## src/design/mavf_pkg.sv

```systemverilog
// Package: shared constants, state encoding and control structs for the moving average filter
`default_nettype none

package mavf_pkg;

   // Default sizes, handed to the top level parameters
   localparam int MAX_WINDOW_DEF    = 64;
   localparam int SAMPLE_BITS_DEF   = 16;
   localparam int FRACTION_BITS_DEF = 8;

   // Window length register
   localparam int               WINDOW_BITS  = 7;
   localparam logic [WINDOW_BITS-1:0] WINDOW_RESET = 7'd8;
   localparam int               WINDOW_MIN   = 2;

   // Controller states
   typedef enum logic [2:0] {
      ST_IDLE,
      ST_LOAD,
      ST_PREP,
      ST_START,
      ST_WAIT,
      ST_HOLD
   } state_type;

   // Commands from controller to datapath
   typedef struct packed {
      logic accept;   // latch sample, advance position and count, read oldest
      logic load;     // write ring, capture oldest, form warm-up product
      logic prep;     // form dividend
      logic start;    // launch divider
      logic finish;   // update average, load result register
   } cmd_type;

   // Status from datapath to controller
   typedef struct packed {
      logic div_done;
      logic out_busy;
   } status_type;

endpackage

`default_nettype wire

```

## src/design/moving_average_filter_unit.sv

```systemverilog
// Top level: moving average filter with cumulative warm-up
//
// Channels: req_ (one signed sample per item), rsp_ (average with
// FRACTION_BITS fraction bits plus a status bit, 1 while warming up),
// csr_ (window length write, ready outside reset; write it only while no
// item is in flight). req_ready and csr_ready stay low while reset is held.
// Each item: accept cycle, ring read and product, dividend, divider launch,
// then a restoring divider that produces one quotient bit per cycle and
// then applies the sign, then the result register load. The dividend is
// SAMPLE_BITS+FRACTION_BITS+clog2(MAX_WINDOW+2)+1 bits wide. A new item is
// accepted only once the controller is back in idle after the result
// register load, so only one item is in work at a time.
// A finished result sits in the output register while the next item is
// accepted and worked on; if the receiver still stalls when the next result
// is ready, the controller holds that result until the register frees up.
// Reset (synchronous) sets window length 8 and clears count, position and
// average; a window length write clears the same three. Ring entries need
// no clearing: an entry is read as the oldest sample only after it was
// written in the current run.
`default_nettype none

module moving_average_filter_unit #(
   parameter int MAX_WINDOW    = mavf_pkg::MAX_WINDOW_DEF,
   parameter int SAMPLE_BITS   = mavf_pkg::SAMPLE_BITS_DEF,
   parameter int FRACTION_BITS = mavf_pkg::FRACTION_BITS_DEF
) (
   input  wire logic                                   clock,
   input  wire logic                                   reset,
   input  wire logic                                   req_valid,
   output logic                                        req_ready,
   input  wire logic signed [SAMPLE_BITS-1:0]          req_sample,
   output logic                                        rsp_valid,
   input  wire logic                                   rsp_ready,
   output logic signed [SAMPLE_BITS+FRACTION_BITS-1:0] rsp_average,
   output logic                                        rsp_status,
   input  wire logic                                   csr_valid,
   output logic                                        csr_ready,
   input  wire logic [mavf_pkg::WINDOW_BITS-1:0]       csr_wdata
);

   mavf_pkg::cmd_type    cmd;
   mavf_pkg::status_type status;

   // Sequencer
   mavf_ctrl u_ctrl (
      .clock     (clock),
      .reset     (reset),
      .req_valid (req_valid),
      .req_ready (req_ready),
      .status    (status),
      .cmd       (cmd)
   );

   // Arithmetic, storage and result register
   mavf_datapath #(
      .MAX_WINDOW    (MAX_WINDOW),
      .SAMPLE_BITS   (SAMPLE_BITS),
      .FRACTION_BITS (FRACTION_BITS)
   ) u_datapath (
      .clock       (clock),
      .reset       (reset),
      .cmd         (cmd),
      .status      (status),
      .req_sample  (req_sample),
      .csr_valid   (csr_valid),
      .csr_ready   (csr_ready),
      .csr_wdata   (csr_wdata),
      .rsp_valid   (rsp_valid),
      .rsp_ready   (rsp_ready),
      .rsp_average (rsp_average),
      .rsp_status  (rsp_status)
   );

endmodule

`default_nettype wire

```

## src/design/mavf_ram.sv

```systemverilog
// Generic single write port, single read port RAM with registered read data
`default_nettype none

module mavf_ram #(
   parameter int WIDTH = 16,
   parameter int DEPTH = 64
) (
   input  wire logic                     clock,
   input  wire logic                     wr_en,
   input  wire logic [$clog2(DEPTH)-1:0] wr_addr,
   input  wire logic [WIDTH-1:0]         wr_data,
   input  wire logic                     rd_en,
   input  wire logic [$clog2(DEPTH)-1:0] rd_addr,
   output logic      [WIDTH-1:0]         rd_data
);

   logic [WIDTH-1:0] mem_ff [DEPTH];

   // Write port
   always_ff @(posedge clock) begin
      if (wr_en) begin
         mem_ff[wr_addr] <= wr_data;
      end
   end

   // Registered read port
   always_ff @(posedge clock) begin
      if (rd_en) begin
         rd_data <= mem_ff[rd_addr];
      end
   end

endmodule

`default_nettype wire

```

## src/design/mavf_divider.sv

```systemverilog
// Restoring signed divider, one quotient bit per cycle, truncates toward zero
`default_nettype none

module mavf_divider #(
   parameter int NUM_W = 32,
   parameter int DEN_W = 7
) (
   input  wire logic                    clock,
   input  wire logic                    reset,
   input  wire logic                    start,
   input  wire logic signed [NUM_W-1:0] numer,
   input  wire logic [DEN_W-1:0]        denom,
   output logic                         done,
   output logic signed [NUM_W-1:0]      quotient
);

   localparam int STEP_W = $clog2(NUM_W + 1);

   logic                    busy_ff;
   logic                    done_ff;
   logic [STEP_W-1:0]       step_ff;
   logic [DEN_W-1:0]        rem_ff;
   logic [DEN_W-1:0]        den_ff;
   logic [NUM_W-1:0]        quo_ff;
   logic                    neg_ff;
   logic signed [NUM_W-1:0] q_ff;

   logic [NUM_W-1:0] mag;
   logic [DEN_W:0]   shifted;
   logic [DEN_W:0]   diff;
   logic             fits;

   // Magnitude of dividend and one trial subtraction
   always_comb begin
      mag     = numer[NUM_W-1] ? (~numer + NUM_W'(1)) : numer;
      shifted = {rem_ff, quo_ff[NUM_W-1]};
      fits    = (shifted >= {1'b0, den_ff});
      diff    = shifted - {1'b0, den_ff};
   end

   // Control: busy flag, step counter, done pulse
   always_ff @(posedge clock) begin
      if (reset) begin
         busy_ff <= 1'b0;
         done_ff <= 1'b0;
         step_ff <= '0;
      end else begin
         done_ff <= 1'b0;
         if (start) begin
            busy_ff <= 1'b1;
            step_ff <= '0;
         end else if (busy_ff) begin
            if (step_ff == STEP_W'(NUM_W)) begin
               busy_ff <= 1'b0;
               done_ff <= 1'b1;
            end else begin
               step_ff <= step_ff + STEP_W'(1);
            end
         end
      end
   end

   // Datapath: shift in dividend bits, then apply sign
   always_ff @(posedge clock) begin
      if (start) begin
         quo_ff <= mag;
         rem_ff <= '0;
         den_ff <= denom;
         neg_ff <= numer[NUM_W-1];
      end else if (busy_ff) begin
         if (step_ff == STEP_W'(NUM_W)) begin
            q_ff <= neg_ff ? $signed(~quo_ff + NUM_W'(1)) : $signed(quo_ff);
         end else begin
            rem_ff <= fits ? diff[DEN_W-1:0] : shifted[DEN_W-1:0];
            quo_ff <= {quo_ff[NUM_W-2:0], fits};
         end
      end
   end

   assign done     = done_ff;
   assign quotient = q_ff;

endmodule

`default_nettype wire

```

## src/design/mavf_datapath.sv

```systemverilog
// Datapath: window register, ring buffer, count and position, divider, result register
`default_nettype none

module mavf_datapath #(
   parameter int MAX_WINDOW    = mavf_pkg::MAX_WINDOW_DEF,
   parameter int SAMPLE_BITS   = mavf_pkg::SAMPLE_BITS_DEF,
   parameter int FRACTION_BITS = mavf_pkg::FRACTION_BITS_DEF
) (
   input  wire logic                                   clock,
   input  wire logic                                   reset,
   input  wire mavf_pkg::cmd_type                      cmd,
   output mavf_pkg::status_type                        status,
   input  wire logic signed [SAMPLE_BITS-1:0]          req_sample,
   input  wire logic                                   csr_valid,
   output logic                                        csr_ready,
   input  wire logic [mavf_pkg::WINDOW_BITS-1:0]       csr_wdata,
   output logic                                        rsp_valid,
   input  wire logic                                   rsp_ready,
   output logic signed [SAMPLE_BITS+FRACTION_BITS-1:0] rsp_average,
   output logic                                        rsp_status
);

   localparam int AVG_BITS = SAMPLE_BITS + FRACTION_BITS;
   localparam int CNT_W    = $clog2(MAX_WINDOW + 2);
   localparam int POS_W    = $clog2(MAX_WINDOW);
   localparam int NUM_W    = AVG_BITS + CNT_W + 1;
   localparam logic signed [NUM_W:0] AVG_HI =
      {{(NUM_W - AVG_BITS + 2){1'b0}}, {(AVG_BITS - 1){1'b1}}};
   localparam logic signed [NUM_W:0] AVG_LO = ~AVG_HI;

   // Registers
   logic [mavf_pkg::WINDOW_BITS-1:0] window_ff;
   logic [CNT_W-1:0]                 count_ff;
   logic [POS_W-1:0]                 pos_ff;
   logic signed [AVG_BITS-1:0]       avg_ff;
   logic signed [SAMPLE_BITS-1:0]    x_ff;
   logic [POS_W-1:0]                 wr_pos_ff;
   logic                             full_ff;
   logic signed [SAMPLE_BITS-1:0]    oldest_ff;
   logic signed [NUM_W-1:0]          prod_ff;
   logic signed [NUM_W-1:0]          num_ff;
   logic                             rsp_valid_ff;
   logic signed [AVG_BITS-1:0]       rsp_average_ff;
   logic                             rsp_status_ff;

   // Next values and combinational terms
   logic [CNT_W-1:0]           win_len;
   logic [POS_W-1:0]           pos_cur;
   logic [CNT_W-1:0]           pos_inc;
   logic [POS_W-1:0]           pos_in;
   logic [CNT_W-1:0]           count_in;
   logic [CNT_W-1:0]           cnt_m1;
   logic signed [NUM_W-1:0]    prod_in;
   logic signed [NUM_W-1:0]    num_in;
   logic [CNT_W-1:0]           divisor;
   logic signed [AVG_BITS-1:0] base;
   logic signed [NUM_W:0]      sum;
   logic signed [AVG_BITS-1:0] avg_in;
   logic [SAMPLE_BITS-1:0]     ram_rdata;
   logic                       div_done;
   logic signed [NUM_W-1:0]    div_q;
   logic                       csr_write;

   // Take register writes outside reset
   assign csr_ready = ~reset;
   assign csr_write = csr_valid & csr_ready;

   // Clamp window length into its legal range
   always_comb begin
      if (32'(window_ff) < mavf_pkg::WINDOW_MIN) begin
         win_len = CNT_W'(mavf_pkg::WINDOW_MIN);
      end else if (32'(window_ff) > MAX_WINDOW) begin
         win_len = CNT_W'(MAX_WINDOW);
      end else begin
         win_len = CNT_W'(window_ff);
      end
   end

   // Position wrap and saturating count
   always_comb begin
      pos_cur  = (CNT_W'(pos_ff) >= win_len) ? '0 : pos_ff;
      pos_inc  = CNT_W'(pos_cur) + CNT_W'(1);
      pos_in   = (pos_inc >= win_len) ? '0 : pos_inc[POS_W-1:0];
      count_in = (count_ff <= win_len) ? (count_ff + CNT_W'(1)) : count_ff;
   end

   // Warm-up product, dividend and divisor
   always_comb begin
      cnt_m1  = count_ff - CNT_W'(1);
      prod_in = NUM_W'($signed({1'b0, cnt_m1})) * NUM_W'(avg_ff);
      if (full_ff) begin
         num_in  = (NUM_W'(x_ff) - NUM_W'(oldest_ff)) <<< FRACTION_BITS;
         divisor = win_len;
      end else begin
         num_in  = prod_ff + (NUM_W'(x_ff) <<< FRACTION_BITS);
         divisor = count_ff;
      end
   end

   // Final add and saturation
   always_comb begin
      if (full_ff) begin
         base = avg_ff;
      end else begin
         base = '0;
      end
      sum = (NUM_W + 1)'(base) + (NUM_W + 1)'(div_q);
      if (sum > AVG_HI) begin
         avg_in = AVG_HI[AVG_BITS-1:0];
      end else if (sum < AVG_LO) begin
         avg_in = AVG_LO[AVG_BITS-1:0];
      end else begin
         avg_in = sum[AVG_BITS-1:0];
      end
   end

   // Run state: window, count, position, average
   always_ff @(posedge clock) begin
      if (reset) begin
         window_ff <= mavf_pkg::WINDOW_RESET;
         count_ff  <= '0;
         pos_ff    <= '0;
         avg_ff    <= '0;
      end else if (csr_write) begin
         window_ff <= csr_wdata;
         count_ff  <= '0;
         pos_ff    <= '0;
         avg_ff    <= '0;
      end else begin
         if (cmd.accept) begin
            count_ff <= count_in;
            pos_ff   <= pos_in;
         end
         if (cmd.finish) begin
            avg_ff <= avg_in;
         end
      end
   end

   // Per-item working registers
   always_ff @(posedge clock) begin
      if (cmd.accept) begin
         x_ff      <= req_sample;
         wr_pos_ff <= pos_cur;
         full_ff   <= (count_in > win_len);
      end
      if (cmd.load) begin
         oldest_ff <= $signed(ram_rdata);
         prod_ff   <= prod_in;
      end
      if (cmd.prep) begin
         num_ff <= num_in;
      end
   end

   // Result register: hold until taken
   always_ff @(posedge clock) begin
      if (reset) begin
         rsp_valid_ff <= 1'b0;
      end else if (cmd.finish) begin
         rsp_valid_ff <= 1'b1;
      end else if (rsp_ready) begin
         rsp_valid_ff <= 1'b0;
      end
   end

   always_ff @(posedge clock) begin
      if (cmd.finish) begin
         rsp_average_ff <= avg_in;
         rsp_status_ff  <= ~full_ff;
      end
   end

   // Sample ring
   mavf_ram #(
      .WIDTH (SAMPLE_BITS),
      .DEPTH (MAX_WINDOW)
   ) u_ring (
      .clock   (clock),
      .wr_en   (cmd.load),
      .wr_addr (wr_pos_ff),
      .wr_data (x_ff),
      .rd_en   (cmd.accept),
      .rd_addr (pos_cur),
      .rd_data (ram_rdata)
   );

   // Single divider, used in both warm-up and full-window mode
   mavf_divider #(
      .NUM_W (NUM_W),
      .DEN_W (CNT_W)
   ) u_div (
      .clock    (clock),
      .reset    (reset),
      .start    (cmd.start),
      .numer    (num_ff),
      .denom    (divisor),
      .done     (div_done),
      .quotient (div_q)
   );

   assign status.div_done = div_done;
   assign status.out_busy = rsp_valid_ff & ~rsp_ready;

   assign rsp_valid   = rsp_valid_ff;
   assign rsp_average = rsp_average_ff;
   assign rsp_status  = rsp_status_ff;

endmodule

`default_nettype wire

```

## src/design/mavf_ctrl.sv

```systemverilog
// Controller: sequences one item through load, dividend, divide and result
`default_nettype none

module mavf_ctrl (
   input  wire logic                 clock,
   input  wire logic                 reset,
   input  wire logic                 req_valid,
   output logic                      req_ready,
   input  wire mavf_pkg::status_type status,
   output mavf_pkg::cmd_type         cmd
);

   mavf_pkg::state_type state_ff;
   mavf_pkg::state_type state_in;

   // State register
   always_ff @(posedge clock) begin
      if (reset) begin
         state_ff <= mavf_pkg::ST_IDLE;
      end else begin
         state_ff <= state_in;
      end
   end

   // Next state and commands
   always_comb begin
      state_in   = state_ff;
      cmd        = '0;
      req_ready  = 1'b0;
      case (state_ff)
         mavf_pkg::ST_IDLE: begin
            // Take no item while reset is held
            req_ready = ~reset;
            if (req_valid && !reset) begin
               cmd.accept = 1'b1;
               state_in   = mavf_pkg::ST_LOAD;
            end
         end
         mavf_pkg::ST_LOAD: begin
            cmd.load = 1'b1;
            state_in = mavf_pkg::ST_PREP;
         end
         mavf_pkg::ST_PREP: begin
            cmd.prep = 1'b1;
            state_in = mavf_pkg::ST_START;
         end
         mavf_pkg::ST_START: begin
            cmd.start = 1'b1;
            state_in  = mavf_pkg::ST_WAIT;
         end
         mavf_pkg::ST_WAIT: begin
            if (status.div_done) begin
               if (!status.out_busy) begin
                  cmd.finish = 1'b1;
                  state_in   = mavf_pkg::ST_IDLE;
               end else begin
                  state_in = mavf_pkg::ST_HOLD;
               end
            end
         end
         mavf_pkg::ST_HOLD: begin
            if (!status.out_busy) begin
               cmd.finish = 1'b1;
               state_in   = mavf_pkg::ST_IDLE;
            end
         end
         default: begin
            state_in = mavf_pkg::ST_IDLE;
         end
      endcase
   end

endmodule

`default_nettype wire

```

## config.mk

```make
export PLATFORM = sky130hd
export DESIGN_NAME = moving_average_filter_unit
export DESIGN_NICKNAME = d
export VERILOG_FILES = /design/src/design/mavf_pkg.sv /design/src/design/moving_average_filter_unit.sv /design/src/design/mavf_ram.sv /design/src/design/mavf_divider.sv /design/src/design/mavf_datapath.sv /design/src/design/mavf_ctrl.sv
export SDC_FILE = /design/constraint.sdc
export NUM_CORES = 2
export LEC_CHECK = 0
export BUFFER_PORTS_ARGS = -buffer_cell sky130_fd_sc_hd__buf_2
export CORE_MARGIN = 2
export CORE_UTILIZATION = 50
export DETAILED_ROUTE_END_ITERATION = 10
export PLACE_DENSITY = 0.73
export REMOVE_ABC_BUFFERS = 1
export SLEW_MARGIN = 20
export SYNTH_ARGS = -nofsm -noshare
export SYNTH_HDL_FRONTEND = slang
export SYNTH_HIERARCHICAL = 1
export SYNTH_SLANG_ARGS = --single-unit
```

## constraint.sdc

```tcl
create_clock -name clock -period 8.95 [get_ports clock]
set_input_delay 0.4475 -clock clock [delete_from_list [all_inputs] [get_ports clock]]
set_output_delay 0.4475 -clock clock [all_outputs]
set_load 0.05 [all_outputs]
```

Word-level counts from Yosys, hierarchy flattened. Memories as Yosys holds them, arrays and structs flattened. A register that Yosys moved wholly into a read port is not among the register bits. Cells that the tools add are included.

Memories: 1. Memory bits (writable): 1024. Bits in registers: 263. Bits of input ports: 28. Word-level logic and storage cells: 114. Output and inout port bits: 28.

Memory list: u_datapath.u_ring.mem_ff (depth 64, bits a word 16, rd ports 1, clocked after memory_dff 1, write ports 1, RTL line mavf_ram.sv:17) `logic [WIDTH-1:0] mem_ff [DEPTH];`.

Add/sub/neg operators: 10. Equality and inequality tests: 10. Multipliers: 1. Bitwise gates (word level): 10. Muxes and demuxes: 38. Magnitude comparators: 9. Reduce and logical (&&, ||, !) cells: 12.

Operators by type and width (number): 2-to-1 mux 32 bit (6); 2-to-1 mux 24 bit (3); NOT 32 bit (2); 2-to-1 mux 7 bit (5); adder 24 x 32 -> 33 bit (1); > comparator 33 x 24 -> 1 bit, second input constant (1); < comparator 33 x 24 -> 1 bit, second input constant (1); adder 32 x 1 -> 32 bit, second input constant (1); adder 32 x 2 -> 32 bit, second input constant (1); adder 32 x 24 -> 32 bit (1); multiplier 8 x 24 -> 32 bit (1); one-hot mux 3 bit (6 select lines) (1); subtractor 16 x 16 -> 17 bit (1); 2-to-1 mux 1 bit (16); 2-to-1 mux 3 bit (4); 2-to-1 mux 6 bit (2); >= comparator 8 x 7 -> 1 bit (1); adder 6 x 1 -> 7 bit, second input constant (1); adder 7 x 1 -> 7 bit, second input constant (1); >= comparator 6 x 7 -> 1 bit (1); >= comparator 7 bit (1); > comparator 7 bit (1); > comparator 7 bit, second input constant (1); less-or-equal comparator 7 bit (1); other kinds (21) (35).

Logic depth before layout (Yosys ltp).
Depth after elaboration: 8. Gate-level depth with buffers: 25.

By module. Netlist, hierarchy kept.

By module, submodules not included: mavf_ram (instances 1, cells each 1829, sequential area each 31230.0 um2, area each 40202.3 um2); mavf_datapath (instances 1, cells each 1764, sequential area each 4744.6 um2, area each 16891.2 um2); mavf_divider (instances 1, cells each 429, sequential area each 2462.4 um2, area each 4668.2 um2); mavf_ctrl (instances 1, cells each 21, sequential area each 60.1 um2, area each 172.7 um2).

Worst setup path before layout. Ideal clock, no wire load.

Kind: flip-flop to flip-flop. Start point: register u_ctrl.state_ff[0]. End point: memory u_datapath.u_ring.mem_ff[33][0], enable pin. Period minus slack after synthesis: 6.466 ns. Arrival: 6.077 ns. Path slack: 2.484 ns. Library setup time: 0.390 ns. Required time: 8.560 ns. Cell stages (with the launch flop): 4. Buffers on the path: 0. Path through: dfxtp_1 nor3b_1 nand3_1 nor2_1.

RTL lines: start: declaration (RTL line mavf_ctrl.sv:13) `mavf_pkg::state_type state_ff;`; start signal: assignment (RTL line mavf_ctrl.sv:19) `state_ff <= mavf_pkg::ST_IDLE;`; start signal: assignment (RTL line mavf_ctrl.sv:21) `state_ff <= state_in;`; end: declaration (RTL line mavf_ram.sv:17).

Worst setup path in the final report.
Start point: register u_datapath.count_ff[1]. End point: register u_datapath.prod_ff[27], data pin.

Cells in the longest elaborated chain, start to end: 2.

RTL lines: start: declaration (RTL line mavf_datapath.sv:33) `logic [CNT_W-1:0] count_ff;`; start signal: assignment (RTL line mavf_datapath.sv:131) `count_ff <= count_in;`; subtractor 7 x 1 -> 7 bit (RTL line mavf_datapath.sv:89) `cnt_m1 = count_ff - CNT_W'(1);`; multiplier 8 x 24 -> 32 bit (RTL line mavf_datapath.sv:90) `prod_in = NUM_W'($signed({1'b0, cnt_m1})) * NUM_W'(avg_ff);`; named net u_datapath.prod_in[27] (RTL line mavf_datapath.sv:53) `logic signed [NUM_W-1:0] prod_in;`; end signal: assignment (RTL line mavf_datapath.sv:149) `prod_ff <= prod_in;`; end: declaration (RTL line mavf_datapath.sv:40) `logic signed [NUM_W-1:0] prod_ff;`.

The timed path passes the listed nets, and every way through them passes these cells. A chain may end at the register's enable or synchronous reset.

==> impl_results.md <==
* Outcome: finished, final reports clean
* Die W at 356.0 um
* Type of the worst setup path: register to register
* Clock tree from TritonCTS: yes
* Startpoint type of the worst setup path: register
* Cell area power density at roughly 190 mW/mm2
* Inserted Clock Buffers at 137
* Post-Syn Instances at 4043
* P_sw at 2.916 mW
* Slew Limit Fails at 0
* Ys Warns at 6
* Worst voltage drop across the vdd grid at 0.2004 mV
* Commonest cells after routing, fill and taps aside: sky130_fd_sc_hd__edfxtp_1, sky130_fd_sc_hd__inv_1, sky130_fd_sc_hd__nor2_1, sky130_fd_sc_hd__mux4_2, sky130_fd_sc_hd__ha_1
* Die area at 0.1267 mm2
* Layout cell share with drive strength beyond 1 at 16.10%
* Data arrival, critical path at ~7.2 ns
* Seq pwr share at 51.6%
* Design area at 0.06901 mm2
* Cell repeated most along the worst path: sky130_fd_sc_hd__fa_1
* Shortest clock period the worst path allows after layout at 6.684 ns
* Max_cap viols at 0
* Total leakage power at 23.86 nW
* Post-Synth Simple-Gate Area at between 7 and 8%
* Clk slew on worst S/H paths at 0.07 ns
* Placed Area at approximately 0.064 mm2
* Residual overflow from global routing at 0
* Number of vias per cell after detailed routing at 5.877
* Number of cells traversed by the worst register-to-register path at 20
* Post-Syn Area at 0.06193 mm2
* Worst setup margin at 2.266 ns
* Element type at the critical path end: register
* Top fanout value on the critical path at 16
* Worst r2r src: u_datapath/count_ff[1]$_SDFFE_PP0P_
* Overall routed net length at roughly 140000 um
* Number of nets in the layout at 4534
* DR vias at 34930
* Overall power after layout at ~13 mW
* First-pass DRT Iterations at 6
* Maximum level of the CTS H-tree at 4
* Beginning of the worst hold path: reset
* Top cell family by delay on the critical path: adder cells
* Top cells by area, synth: sky130_fd_sc_hd__edfxtp_1, sky130_fd_sc_hd__mux4_2, sky130_fd_sc_hd__fa_1
* Wire length of the first global-routing pass at 215000 um
* Startpoint of the worst setup timing path: u_datapath/count_ff[1]$_SDFFE_PP0P_
* Share of total power consumed by net switching at 21.98%
* Total stage count of the critical path at 20
* Final Hold Fails at 0
* GRT Util Overall at 22.51%
* 1st-iter DRT viols at ~3300
* Clock Latency Late Sink at between 0.7 and 0.8 ns
* Antenna violations before repair at 2
* Number of distinct library cells after synthesis at 96
* HPWL after detailed placement at 88350 um
* CP max-delay cell: sky130_fd_sc_hd__xor2_1
* End point of the critical path: u_datapath/prod_ff[27]$_DFFE_PP_
* Highest achievable clock rate at 149.6 MHz
* Share of synthesized flip-flops with an asynchronous set or reset at 0%
* Terminus of the critical flop-to-flop path: u_datapath/prod_ff[27]$_DFFE_PP_
* Number of sinks on the clock net at roughly 1300
* Number of setup violations in the final report at 0
* I/O pin count at 56
* Post-Route Skew at approximately 0.043 ns
* Layout Area Growth over Synthesis at 11.43%
* PostCTS Resize Cnt at 0
* Average cell area after synthesis at 15.32 um2
* Number of port buffers at 55
* Root buffer cell: sky130_fd_sc_hd__clkbuf_16
* Worst-Margin Slew at between 1 and 1.5 ns
* CP Buf/Inv Count at 4
* Total number of placement rows at 129
* Main combinational cell family by area after synthesis: multiplexers
* Post-route worst hold slack at ~0.10 ns
* Synthesized flop and latch total at 1303
* Initial Util at 50.23%
* Leading register cell type out of synthesis: sky130_fd_sc_hd__edfxtp_1
* Maximum number of pins on one net before global-route repair at 86
* Routability congestion estimate at 0.8525
* Average routed wire per standard cell at 23.72 um
* Number of synthesized flops with an enable pin at 1240
* Floorplan die height at 356.0 um
* Clk pwr share at 42.8%
* Dominant cell type by area after synthesis: sky130_fd_sc_hd__edfxtp_1
* Type of the worst min-delay path: input pin to register
* Worst setup slack for register-to-register paths at 2.27 ns
* DRT antenna net count at 0
* Post-route DRC violation count at 0
* Most common cell after layout, fill and taps aside: sky130_fd_sc_hd__edfxtp_1
* Part of the power in combinational logic at 5.6%
* Synth Area in XOR/XNOR at 2.390%
* Register area share after synthesis at 62.16%
* Portion of synthesized cell area occupied by the leading cell type at 60.12%
* Post-Synth Adder-Cell Area at 7.778%
* Pre-CTS worst setup slack at 2.234 ns
* Required time of the critical path at approximately 9.5 ns
* Maximum number of buffers from clock root to sink at 3
* Worst-case headroom to the max-slew limit at roughly a fifth
* Max stage delay on crit path at 0.76 ns
* Ordered list of cells on the worst path: inv_1 > ha_1 > xor2_1 > buf_4 > and2_1 > fa_1 > fa_1 > fa_1 > inv_1 > fa_1 > inv_1 > ha_1 > a21oi_1 > a21oi_1 > a41oi_1 > o221a_2 > a211oi_1 > o21ai_0 > or4b_2 > o311ai_0
* Internal cell power at 10.35 mW
* Core outline area at 0.1233 mm2
* Part of the cycle the worst path needs at between 70% and 80%
* Number of global-route vias before repair at 34810
* Setup repair after global routing missed its margin: false
* Synth Area in Compound Gates at 6.618%
* Post-synthesis mux area share at 10.41%
cells by family (layout without fill, tap and decap cells):
logic type                 Yosys count  in the layout
AOI/OAI and AO/OA                  594            594
xor gates and xnor gates           169            169
adders and majority gates          307            307
buffers and inverters              421            682
DFF                               1303           1303
muxes                              359            359
other                                0              2
and+or+nand+nor                    890            890
state kept, by name, indices dropped and copies added (netlist names), 16 cells and up:
name / flops
u_datapath/u_div/quo_ff: 32
u_datapath/u_ring/rd_data: 16
u_datapath/u_div/quotient: 32
u_datapath/x_ff: 16
u_datapath/num_ff: 32
u_datapath/oldest_ff: 16
u_datapath/u_ring/mem_ff: 1024
u_datapath/prod_ff: 32
u_datapath/rsp_average: 24
u_datapath/avg_ff: 24
synth_stat cells (all sizes together) (30+ instances only):
master / count
a21o: 44
a21oi: 141
a22oi: 41
a311oi: 30
and2: 91
buf: 96
clkbuf: 83
dfxtp: 63
edfxtp: 1240
fa: 130
ha: 177
inv: 240
mux2: 30
mux2i: 105
mux4: 224
nand2: 166
nand2b: 40
nand3: 54
nor2: 239
nor2b: 154
nor3: 33
o21ai: 130
o31ai: 31
xnor2: 101
xor2: 68
how the worst min path moves through the flow:
stage / to / slack, ns / cells past startpoint
after floorplan: u_datapath/oldest_ff[0]$_DFFE_PP_ / 0.40 / 0
after global placement: u_datapath/oldest_ff[3]$_DFFE_PP_ / 0.40 / 0
after detailed placement: u_datapath/oldest_ff[4]$_DFFE_PP_ / 0.41 / 0
after CTS: u_datapath/rsp_valid$_SDFFE_PP0P_ / 0.06 / 2
after global routing: u_datapath/rsp_valid$_SDFFE_PP0P_ / 0.08 / 2
final: u_datapath/window_ff[1]$_SDFFE_PP0P_ / 0.10 / 2
final cells by class:
| type | instances | area (um2) |
|---|---|---|
| fillers | 9492 | 54300 |
| flip-flops and latches | 1303 | 38500 |
| multi-input cells | 2319 | 21570 |
| clock buffers | 176 | 3689 |
| well taps | 1637 | 2048 |
| repair buffers | 196 | 1449 |
| inverters | 242 | 915.9 |
| clock inverters | 68 | 840.8 |
| diodes | 2 | 5.005 |
power groups by stage:
stage	sequential [mW]	combinational, mW	clock, mW
2_1_floorplan	6.99	0.522	0
3_3_place_gp	6.97	0.713	0
3_5_place_dp	6.97	0.733	0
4_1_cts	6.84	0.746	5.78
5_1_grt	6.85	0.819	6.01
6_report	6.84	0.741	5.68
metal layers:
layer  GRT usage (%)  routed length (um)
met5               0                   0
met2           37.02               69160
met3           4.056               10300
met1           30.57               57460
met4           7.224                4041
per-stage QoR:
stage               instances  util [%]  TNS [ns]
floorplan                3864         -   -345.86
global placement         5671     52.08         0
detailed placement       5671     52.08         0
CTS                      5941     55.96         0
global route             5941     55.96         0
finish                   5943     55.97         0
repair_timing:
item,in CTS,in global routing
endpoints found under the setup margin,0,0
setup buffers,0,0
endpoints found under the hold margin,25,0
hold buffers,26,0
Power figures use the tool's default switching activity.
